$ cat config.mk
export PLATFORM = sky130hd
export DESIGN_NAME = modbus_rtu_slave_frame_dispatch_core
export DESIGN_NICKNAME = d
export VERILOG_FILES = /design/src/mbrtu_pkg.sv /design/src/mbrtu_cfg.sv /design/src/mbrtu_frame.sv /design/src/mbrtu_txq.sv /design/src/modbus_rtu_slave_frame_dispatch_core.sv
export SDC_FILE = /design/constraint.sdc
export NUM_CORES = 1
export LEC_CHECK = 0
export BUFFER_PORTS_ARGS = -buffer_cell sky130_fd_sc_hd__buf_4
export CORE_MARGIN = 2
export CORE_UTILIZATION = 60
export CTS_CLUSTER_DIAMETER = 120
export DETAILED_ROUTE_END_ITERATION = 6
export GPL_TIMING_DRIVEN = 0
export HOLD_SLACK_MARGIN = 0.1
export PLACE_DENSITY = 0.76
export SETUP_SLACK_MARGIN = 0.15
export SLEW_MARGIN = 25
export SYNTH_ARGS = -nofsm -noshare
export SYNTH_HDL_FRONTEND = slang
export SYNTH_SLANG_ARGS = --single-unit
$ cat constraint.sdc
create_clock -name clk -period 9.82 [get_ports clk]
set_clock_uncertainty 0.15 [all_clocks]
set_input_delay 0.491 -clock clk [delete_from_list [all_inputs] [get_ports clk]]
set_output_delay 0.491 -clock clk [all_outputs]
set_load 0.02 [all_outputs]
$ cat src/mbrtu_pkg.sv
// Shared types, codes and the CRC-16/MODBUS byte step for the Modbus RTU
// slave frame dispatch block. No dependencies.
package mbrtu_pkg;

  localparam int RX_BUF_SIZE_DEF = 256;
  localparam int NUM_RESP_DEF    = 4;

  localparam int          CFG_IDX_W      = 3;
  localparam int          SLOT_W         = 41;
  localparam int          RESP_W         = 2;
  localparam int          HDR_LEN        = 6;
  localparam int          MIN_FRAME      = 4;
  localparam int          TX_LEN         = 5;
  localparam logic [7:0]  EXC_FLAG       = 8'h80;
  localparam logic [15:0] CRC_INIT       = 16'hFFFF;
  localparam logic [15:0] CRC_POLY       = 16'hA001;

  // Config register indexes
  localparam logic [CFG_IDX_W-1:0] CFG_OWN_ADDR   = 3'd0;
  localparam logic [CFG_IDX_W-1:0] CFG_FUNC_LIMIT = 3'd1;
  localparam logic [CFG_IDX_W-1:0] CFG_EXC_CODE   = 3'd2;
  localparam logic [CFG_IDX_W-1:0] CFG_SLOT0      = 3'd3;

  localparam logic [7:0] OWN_ADDR_RST   = 8'd1;
  localparam logic [7:0] FUNC_LIMIT_RST = 8'd16;
  localparam logic [7:0] EXC_CODE_RST   = 8'd2;

  // Input command and output word kind
  localparam logic CMD_BYTE    = 1'b0;
  localparam logic CMD_GAP     = 1'b1;
  localparam logic KIND_STATUS = 1'b0;
  localparam logic KIND_TX     = 1'b1;

  typedef enum logic [2:0] {
    ST_SHORT      = 3'd0,
    ST_CRC_BAD    = 3'd1,
    ST_NOT_OURS   = 3'd2,
    ST_DISPATCHED = 3'd3,
    ST_NO_RESP    = 3'd4
  } status_t;

  typedef struct packed {
    logic        vld;
    logic [7:0]  func;
    logic [15:0] reg_start;
    logic [15:0] reg_end;
  } slot_t;

  typedef struct packed {
    logic [7:0] own_addr;
    logic [7:0] func_limit;
    logic [7:0] exc_code;
  } cfg_t;

  // Frame-end event handed from the frame checker to the output queue
  typedef struct packed {
    logic              valid;
    status_t           status;
    logic [RESP_W-1:0] responder;
    logic [7:0]        func;
  } load_t;

  function automatic logic [15:0] crc_update(input logic [15:0] crc, input logic [7:0] b);
    logic [15:0] c;
    c = crc ^ {8'h00, b};
    for (int k = 0; k < 8; k++) begin
      c = c[0] ? ((c >> 1) ^ CRC_POLY) : (c >> 1);
    end
    return c;
  endfunction

endpackage

$ cat src/mbrtu_cfg.sv
// Configuration register file: address, function limit, exception code and
// responder slots. Depends on mbrtu_pkg.
module mbrtu_cfg import mbrtu_pkg::*; #(
  parameter int NUM_RESPONDERS = NUM_RESP_DEF
) (
  input  logic                 clk,
  input  logic                 rst,
  input  logic                 cfg_valid,
  output logic                 cfg_ready,
  input  logic [CFG_IDX_W-1:0] cfg_index,
  input  logic [SLOT_W-1:0]    cfg_data,
  output cfg_t                 cfg,
  output slot_t                slots [NUM_RESPONDERS]
);

  assign cfg_ready = 1'b1;

  always_ff @(posedge clk) begin
    if (rst) begin
      cfg.own_addr   <= OWN_ADDR_RST;
      cfg.func_limit <= FUNC_LIMIT_RST;
      cfg.exc_code   <= EXC_CODE_RST;
      for (int i = 0; i < NUM_RESPONDERS; i++) begin
        slots[i] <= '0;
      end
    end else if (cfg_valid && cfg_ready) begin
      unique case (cfg_index)
        CFG_OWN_ADDR:   cfg.own_addr   <= cfg_data[7:0];
        CFG_FUNC_LIMIT: cfg.func_limit <= cfg_data[7:0];
        CFG_EXC_CODE:   cfg.exc_code   <= cfg_data[7:0];
        default: ;
      endcase
      for (int i = 0; i < NUM_RESPONDERS; i++) begin
        if (cfg_index == CFG_SLOT0 + CFG_IDX_W'(i)) begin
          slots[i] <= slot_t'(cfg_data);
        end
      end
    end
  end

endmodule

$ cat src/mbrtu_frame.sv
// Input register, frame state (count, CRC, delay line, header) and the
// frame-end status decision. Depends on mbrtu_pkg.
module mbrtu_frame import mbrtu_pkg::*; #(
  parameter int RX_BUF_SIZE    = RX_BUF_SIZE_DEF,
  parameter int NUM_RESPONDERS = NUM_RESP_DEF
) (
  input  logic       clk,
  input  logic       rst,
  input  logic       in_valid,
  output logic       in_stall,
  input  logic       cmd,
  input  logic [7:0] rx_byte,
  input  cfg_t       cfg,
  input  slot_t      slots [NUM_RESPONDERS],
  input  logic       q_free,
  output load_t      load
);

  localparam int CNT_W = $clog2(RX_BUF_SIZE + 1);
  localparam logic [CNT_W-1:0] CNT_FULL = CNT_W'(RX_BUF_SIZE);

  // input register
  logic       s_valid;
  logic       s_cmd;
  logic [7:0] s_byte;

  // frame state
  logic [CNT_W-1:0] byte_count;
  logic [15:0]      running_crc;
  logic [7:0]       dly [2];
  logic [7:0]       hdr [HDR_LEN];

  // state as it stands once the registered word is applied
  logic [CNT_W-1:0] e_count;
  logic [15:0]      e_crc;
  logic [7:0]       e_dly [2];
  logic [7:0]       e_hdr [HDR_LEN];

  logic        fin;
  logic        adv;
  logic [15:0] reg_addr;
  logic [15:0] reg_qty;
  logic [16:0] reg_sum;
  logic        hit;
  logic [RESP_W-1:0] hit_idx;
  status_t     st;

  always_comb begin
    e_count  = byte_count;
    e_crc    = running_crc;
    e_dly[0] = dly[0];
    e_dly[1] = dly[1];
    for (int h = 0; h < HDR_LEN; h++) begin
      e_hdr[h] = hdr[h];
    end
    if (s_cmd == CMD_BYTE) begin
      e_count  = byte_count + 1'b1;
      // the two newest bytes are held back; they are the received CRC
      if (byte_count >= CNT_W'(2)) begin
        e_crc = crc_update(running_crc, dly[0]);
      end
      e_dly[0] = dly[1];
      e_dly[1] = s_byte;
      for (int h = 0; h < HDR_LEN; h++) begin
        if (byte_count == CNT_W'(h)) begin
          e_hdr[h] = s_byte;
        end
      end
    end
  end

  assign fin      = (s_cmd == CMD_GAP) || (e_count >= CNT_FULL);
  assign adv      = s_valid && (!fin || q_free);
  assign in_stall = s_valid && !adv;

  assign reg_addr = {e_hdr[2], e_hdr[3]};
  assign reg_qty  = {e_hdr[4], e_hdr[5]};
  assign reg_sum  = {1'b0, reg_addr} + {1'b0, reg_qty};

  // first valid slot with matching function (and register window) wins
  always_comb begin
    hit     = 1'b0;
    hit_idx = '0;
    for (int i = NUM_RESPONDERS - 1; i >= 0; i--) begin
      if (slots[i].vld && slots[i].func == e_hdr[1] &&
          (e_hdr[1] > cfg.func_limit ||
           (reg_addr >= slots[i].reg_start && reg_sum < {1'b0, slots[i].reg_end}))) begin
        hit     = 1'b1;
        hit_idx = RESP_W'(i);
      end
    end
  end

  always_comb begin
    if (e_count < CNT_W'(MIN_FRAME)) begin
      st = ST_SHORT;
    end else if (e_crc != {e_dly[1], e_dly[0]}) begin
      st = ST_CRC_BAD;
    end else if (e_hdr[0] != cfg.own_addr) begin
      st = ST_NOT_OURS;
    end else if (hit) begin
      st = ST_DISPATCHED;
    end else begin
      st = ST_NO_RESP;
    end
  end

  always_comb begin
    load.valid     = adv && fin;
    load.status    = st;
    load.responder = (st == ST_DISPATCHED) ? hit_idx : '0;
    load.func      = e_hdr[1];
  end

  always_ff @(posedge clk) begin
    if (rst) begin
      s_valid <= 1'b0;
    end else if (in_valid && !in_stall) begin
      s_valid <= 1'b1;
    end else if (adv) begin
      s_valid <= 1'b0;
    end
  end

  always_ff @(posedge clk) begin
    if (in_valid && !in_stall) begin
      s_cmd  <= cmd;
      s_byte <= rx_byte;
    end
  end

  always_ff @(posedge clk) begin
    if (rst || (adv && fin)) begin
      byte_count  <= '0;
      running_crc <= CRC_INIT;
      dly[0]      <= '0;
      dly[1]      <= '0;
      for (int h = 0; h < HDR_LEN; h++) begin
        hdr[h] <= '0;
      end
    end else if (adv) begin
      byte_count  <= e_count;
      running_crc <= e_crc;
      dly[0]      <= e_dly[0];
      dly[1]      <= e_dly[1];
      for (int h = 0; h < HDR_LEN; h++) begin
        hdr[h] <= e_hdr[h];
      end
    end
  end

endmodule

$ cat src/mbrtu_txq.sv
// Result register: holds one frame-end event and plays out the status word
// and, for an unmatched frame, the five exception bytes. Depends on mbrtu_pkg.
module mbrtu_txq import mbrtu_pkg::*; (
  input  logic              clk,
  input  logic              rst,
  input  load_t             load,
  input  cfg_t              cfg,
  output logic              q_free,
  output logic              out_valid,
  input  logic              out_stall,
  output logic              kind,
  output logic [2:0]        status,
  output logic [RESP_W-1:0] responder,
  output logic [7:0]        tx_byte,
  output logic              last
);

  localparam logic [2:0] IDX_LAST = 3'(TX_LEN);

  logic              q_valid;
  logic [2:0]        idx;
  status_t           q_status;
  logic [RESP_W-1:0] q_resp;
  logic [7:0]        tx0;
  logic [7:0]        tx1;
  logic [7:0]        tx2;
  logic [15:0]       tx_crc;
  logic [7:0]        ld_func;
  logic [15:0]       ld_crc;

  assign ld_func = load.func | EXC_FLAG;
  assign ld_crc  = crc_update(crc_update(crc_update(CRC_INIT, cfg.own_addr), ld_func),
                              cfg.exc_code);

  assign q_free    = !q_valid;
  assign out_valid = q_valid;

  always_comb begin
    last      = (idx == '0) ? (q_status != ST_NO_RESP) : (idx == IDX_LAST);
    kind      = (idx == '0) ? KIND_STATUS : KIND_TX;
    status    = (idx == '0) ? q_status : ST_NO_RESP;
    responder = (idx == '0) ? q_resp : '0;
    case (idx)
      3'd1:    tx_byte = tx0;
      3'd2:    tx_byte = tx1;
      3'd3:    tx_byte = tx2;
      3'd4:    tx_byte = tx_crc[7:0];
      3'd5:    tx_byte = tx_crc[15:8];
      default: tx_byte = '0;
    endcase
  end

  always_ff @(posedge clk) begin
    if (rst) begin
      q_valid <= 1'b0;
      idx     <= '0;
    end else if (load.valid) begin
      q_valid <= 1'b1;
      idx     <= '0;
    end else if (q_valid && !out_stall) begin
      if (last) begin
        q_valid <= 1'b0;
      end else begin
        idx <= idx + 1'b1;
      end
    end
  end

  always_ff @(posedge clk) begin
    if (load.valid) begin
      q_status <= load.status;
      q_resp   <= load.responder;
      tx0      <= cfg.own_addr;
      tx1      <= ld_func;
      tx2      <= cfg.exc_code;
      tx_crc   <= ld_crc;
    end
  end

endmodule

$ cat src/modbus_rtu_slave_frame_dispatch_core.sv
// Modbus RTU slave frame check and dispatch. A frame-ending word passes the input
// register, then the result register, before its status word appears.
// Throughput: one received byte per cycle while no frame end waits for the result
// register. A frame end needs a free result register, which frees the cycle after
// its last word is taken: the status word, or the 1 + 5 words of an exception reply.
// Reset (rst, synchronous, active high) clears the frame state to an empty frame with
// CRC 0xFFFF, empties both registers and loads the configuration defaults.
module modbus_rtu_slave_frame_dispatch_core import mbrtu_pkg::*; #(
  parameter int RX_BUF_SIZE    = RX_BUF_SIZE_DEF,
  parameter int NUM_RESPONDERS = NUM_RESP_DEF
) (
  input  logic                 clk,
  input  logic                 rst,
  // received words: a byte, or the end-of-gap tick
  input  logic                 in_valid,
  output logic                 in_stall,
  input  logic                 cmd,
  input  logic [7:0]           rx_byte,
  // result words: frame status, then any exception bytes
  output logic                 out_valid,
  input  logic                 out_stall,
  output logic                 kind,
  output logic [2:0]           status,
  output logic [RESP_W-1:0]    responder,
  output logic [7:0]           tx_byte,
  output logic                 last,
  // configuration writes
  input  logic                 cfg_valid,
  output logic                 cfg_ready,
  input  logic [CFG_IDX_W-1:0] cfg_index,
  input  logic [SLOT_W-1:0]    cfg_data
);

  cfg_t  cfg;
  slot_t slots [NUM_RESPONDERS];
  load_t load;
  logic  q_free;

  // Register file; slots past NUM_RESPONDERS are not stored and their
  // writes are dropped.
  mbrtu_cfg #(
    .NUM_RESPONDERS(NUM_RESPONDERS)
  ) u_cfg (
    .clk       (clk),
    .rst       (rst),
    .cfg_valid (cfg_valid),
    .cfg_ready (cfg_ready),
    .cfg_index (cfg_index),
    .cfg_data  (cfg_data),
    .cfg       (cfg),
    .slots     (slots)
  );

  // Frame tracker. Every byte updates count, header capture and the CRC
  // (which trails the input by two bytes so the trailing CRC stays out).
  // A gap tick or the byte that fills the buffer ends the frame: status
  // is decided from the updated state in the same cycle and the frame
  // state returns to empty. A frame end waits while the result register
  // is still busy; a byte waits only behind such a held frame end.
  mbrtu_frame #(
    .RX_BUF_SIZE    (RX_BUF_SIZE),
    .NUM_RESPONDERS (NUM_RESPONDERS)
  ) u_frame (
    .clk      (clk),
    .rst      (rst),
    .in_valid (in_valid),
    .in_stall (in_stall),
    .cmd      (cmd),
    .rx_byte  (rx_byte),
    .cfg      (cfg),
    .slots    (slots),
    .q_free   (q_free),
    .load     (load)
  );

  // Result register: status word first; for an unmatched frame the
  // exception reply (address, function|0x80, code, CRC lo, CRC hi) follows.
  mbrtu_txq u_txq (
    .clk       (clk),
    .rst       (rst),
    .load      (load),
    .cfg       (cfg),
    .q_free    (q_free),
    .out_valid (out_valid),
    .out_stall (out_stall),
    .kind      (kind),
    .status    (status),
    .responder (responder),
    .tx_byte   (tx_byte),
    .last      (last)
  );

endmodule

==> impl_metrics.tcl <==
set metrics [dict create \
    antennaDiodeCount 0 \
    start_util_pct 60.8 \
    place.gp.congestion 0.979 \
    cp.depth 27 \
    cellPowerDensity_mw_per_mm2 173 \
    setup_violations 0 \
    die_h_um 180 \
    routed_wl_mm 52.7 \
    grt.busiest_layer "met2" \
    vias 15800 \
    fin_setup_tns_ps 0 \
    synthesis.area_mm2 0.0185 \
    cts_root_buf "clkbuf_16" \
    critical_path_arrival_ps 7410 \
    setup.worst_path.class "reg -> reg" \
    hold_depth 3 \
    synth-main-ff-cell "dfxtp_1" \
    cp_num_buf_inv 6 \
    worstSetupStartpointType "register" \
    finalPower_w 0.00373 \
    period_needed_ps 7300 \
    fin_nets 2472 \
    netlist.area_leader.share_pct 23.5 \
    numCtsBuffers 38 \
    clk_path_buf_depth 3 \
    drcViolationCount 0 \
    p_leak_nw 8.33 \
    wl_per_cell_um 19.6 \
    syn2layout_area_growth_pct 16.2 \
    port_buffers 74 \
    cts_resized 0 \
    synth_edf_count 117 \
    cts_sinks 335 \
    clock_latency_ps 550 \
    dr.pass1.iters 6 \
    yosysWarnings 0 \
    htreeDepth 2 \
    r2r_cells 27 \
    tightest_slew_ps 944 \
    fin_crit_sh_pct 74.3 \
    drtIter0Drc 1501 \
    final-hold-violation-count 0 \
    hold_start "cfg_data[3]" \
    critical-path-max-stage-delay_ps 580 \
    grt_overflow 0 \
    postCtsHoldBufs 45 \
    routed_via_density 5.90 \
    hpwl_mm 39.0 \
    synthTopCellsByCount "438 x nand2_1, 231 x a21oi_1, 218 x dfxtp_1" \
    worstPathRequired_ps 9930 \
    rsz0062_at_grt "no" \
    holdWs_ps 110 \
    cts_tree "done" \
    grt_pass1_vias 15300 \
    yosysMostFrequentCell "nand2_1" \
    slowest_stage "mux2i_1" \
    yosysUniqueCellTypes 69 \
    io_pins 76 \
    syn_area_per_cell_um2 8.84 \
    hp-class "in -> reg" \
    core.rowCount 64 \
    placed_cells 2571 \
    async_flop_share_pct 0 \
    grt_max_degree 55 \
    whs_endpoint "u_cfg.cfg[11]" \
    synth_area_leaders "dfxtp_1 24%, edfxtp_1 19%, ha_1 10%, nand2_1 8.9%, a21oi_1 6.2%" \
    rrSetupSlack_ps 2520 \
    timing.rr.start "u_frame.byte_count[4]" \
    ant_nets 0 \
    layout.cells.non_filler 2686 \
    grt_antenna_before_repair 0 \
    critPathMaxFanout 9 \
    syn-num-nets 2310 \
    place_area_mm2 0.0197 \
    grt_pass1_wl_mm 82.1 \
    yosysSeqAreaShare_pct 42.5 \
    syn_inst 2098 \
    gr-usage-met3_pct 4.90 \
    crit_family "compound AO/OA/AOI/OAI gates" \
    drive_gt1_share_pct 8.65 \
    max-slew-margin-rel_pct 36.6 \
    core_mm2 0.0305 \
    cts_setup_buffers 0 \
    timing.fmax_mhz 137 \
    grtUsageMet1_pct 41.8 \
    synth_top_cell_by_area "dfxtp_1" \
    maxCapViolCount 0 \
    fin_area_mm2 0.0216 \
    grt_use_total_pct 32.0 \
    grt_use_met2_pct 53.5 \
    ir_worst_vdd_mv 0.144 \
    worstReg2RegEnd "u_txq.q_resp[0]" \
    fp.dieArea_mm2 0.0323 \
    path_clk_slew_ps 60 \
    status "finished clean" \
    maxSlewViolCount 0 \
    ys_ff_latch 335 \
    die_w_um 180 \
    critPathCaptureType "register" \
]
[kinds of logic after synthesis]
group           count (synthesis)  share of synthesized area (%)
compound gates                426                           13.6
xor+xnor                      119                           5.85
fa+ha+maj                     156                           10.5
buf+inv                       250                           5.21
flops                         335                           42.5
mux                            73                           4.21
other cells                     1                         0.0202
simple gates                  738                           18.1
[routing by layer]
layer	vias to the layer above	routed length, um
met5	-	0
met4	0	2080
met3	127	3930
met2	611	24800
met1	7526	21900
li1	7581	-
[power breakdown]
part           switching [W]  internal, W  leakage [nW]  total (W)
registers          0.0000304      0.00149          2.96    0.00152
clock network       0.000591     0.000992         0.683    0.00158
logic               0.000372     0.000255          4.69   0.000627
total               0.000993      0.00274          8.33    0.00373
[tightest hold or removal path: cells and delay by family]
family	cells	cell delay, ps
compound gates	1	50
buf+inv	1	150
simple gates	1	60
[layout make-up]
cell class / count / area, um2
buffer: 93 / 377
clock buffer: 53 / 1130
clock inverter: 17 / 275
fill: 2355 / 8960
inverter: 157 / 589
multi-input combinational: 1513 / 9730
sequential: 335 / 7880
tap: 396 / 495
timing repair buffer: 122 / 1080
[registers in the layout (all words and copies together), names as in the netlist]
register / count
u_cfg.slots: 164
u_frame.hdr: 48
u_cfg.cfg: 24
u_frame.dly: 16
u_frame.running_crc: 16
u_txq.tx_crc: 16
u_frame.byte_count: 9
u_frame.s_byte: 8
u_txq.tx0: 8
u_txq.tx2: 8
u_txq.tx1: 7
u_txq.idx: 3
u_txq.q_status: 3
u_txq.q_resp: 2
u_frame.s_cmd: 1
u_frame.s_valid: 1
u_txq.out_valid: 1
[per-stage QoR]
stage / setup WS [ps] / utilization [%]
5_1_grt: 2060 / 70.6
6_report: 2520 / 70.6
2_1_floorplan: 3540 / -
3_5_place_dp: 2750 / 64.6
4_1_cts: 2690 / 70.6
3_3_place_gp: 1140 / 64.2
[placed cells by master (no fill, tap or decap), types with 13 or more instances in the layout]
master	count
nand4_1	21
xnor2_1	85
nor2b_1	13
dlygate4sd3_1	45
clkbuf_16	41
o21ai_0	60
nor3_1	17
buf_4	75
nand2b_1	19
mux2i_1	42
inv_1	157
a211oi_1	13
xor2_1	31
o211ai_1	13
nand3_1	31
or3_1	24
mux2_2	30
edfxtp_1	117
ha_1	153
nor2_1	81
nand2_1	437
a21o_1	18
a21oi_1	231
clkbuf_1	93
dfxtp_1	218
and3_1	33
[worst max path at each step]
stage	start	to
after floorplan	u_frame.s_cmd	u_frame.dly[0][0]
after global placement	u_frame.s_cmd	u_frame.hdr[0][32]
after detailed placement	u_frame.byte_count[4]	u_txq.q_resp[0]
after CTS	u_frame.byte_count[4]	u_txq.q_resp[0]
after global routing	u_frame.byte_count[0]	u_txq.q_resp[0]
final	u_frame.byte_count[4]	u_txq.q_resp[0]
Note: power is estimated with default switching activity, not from simulation.
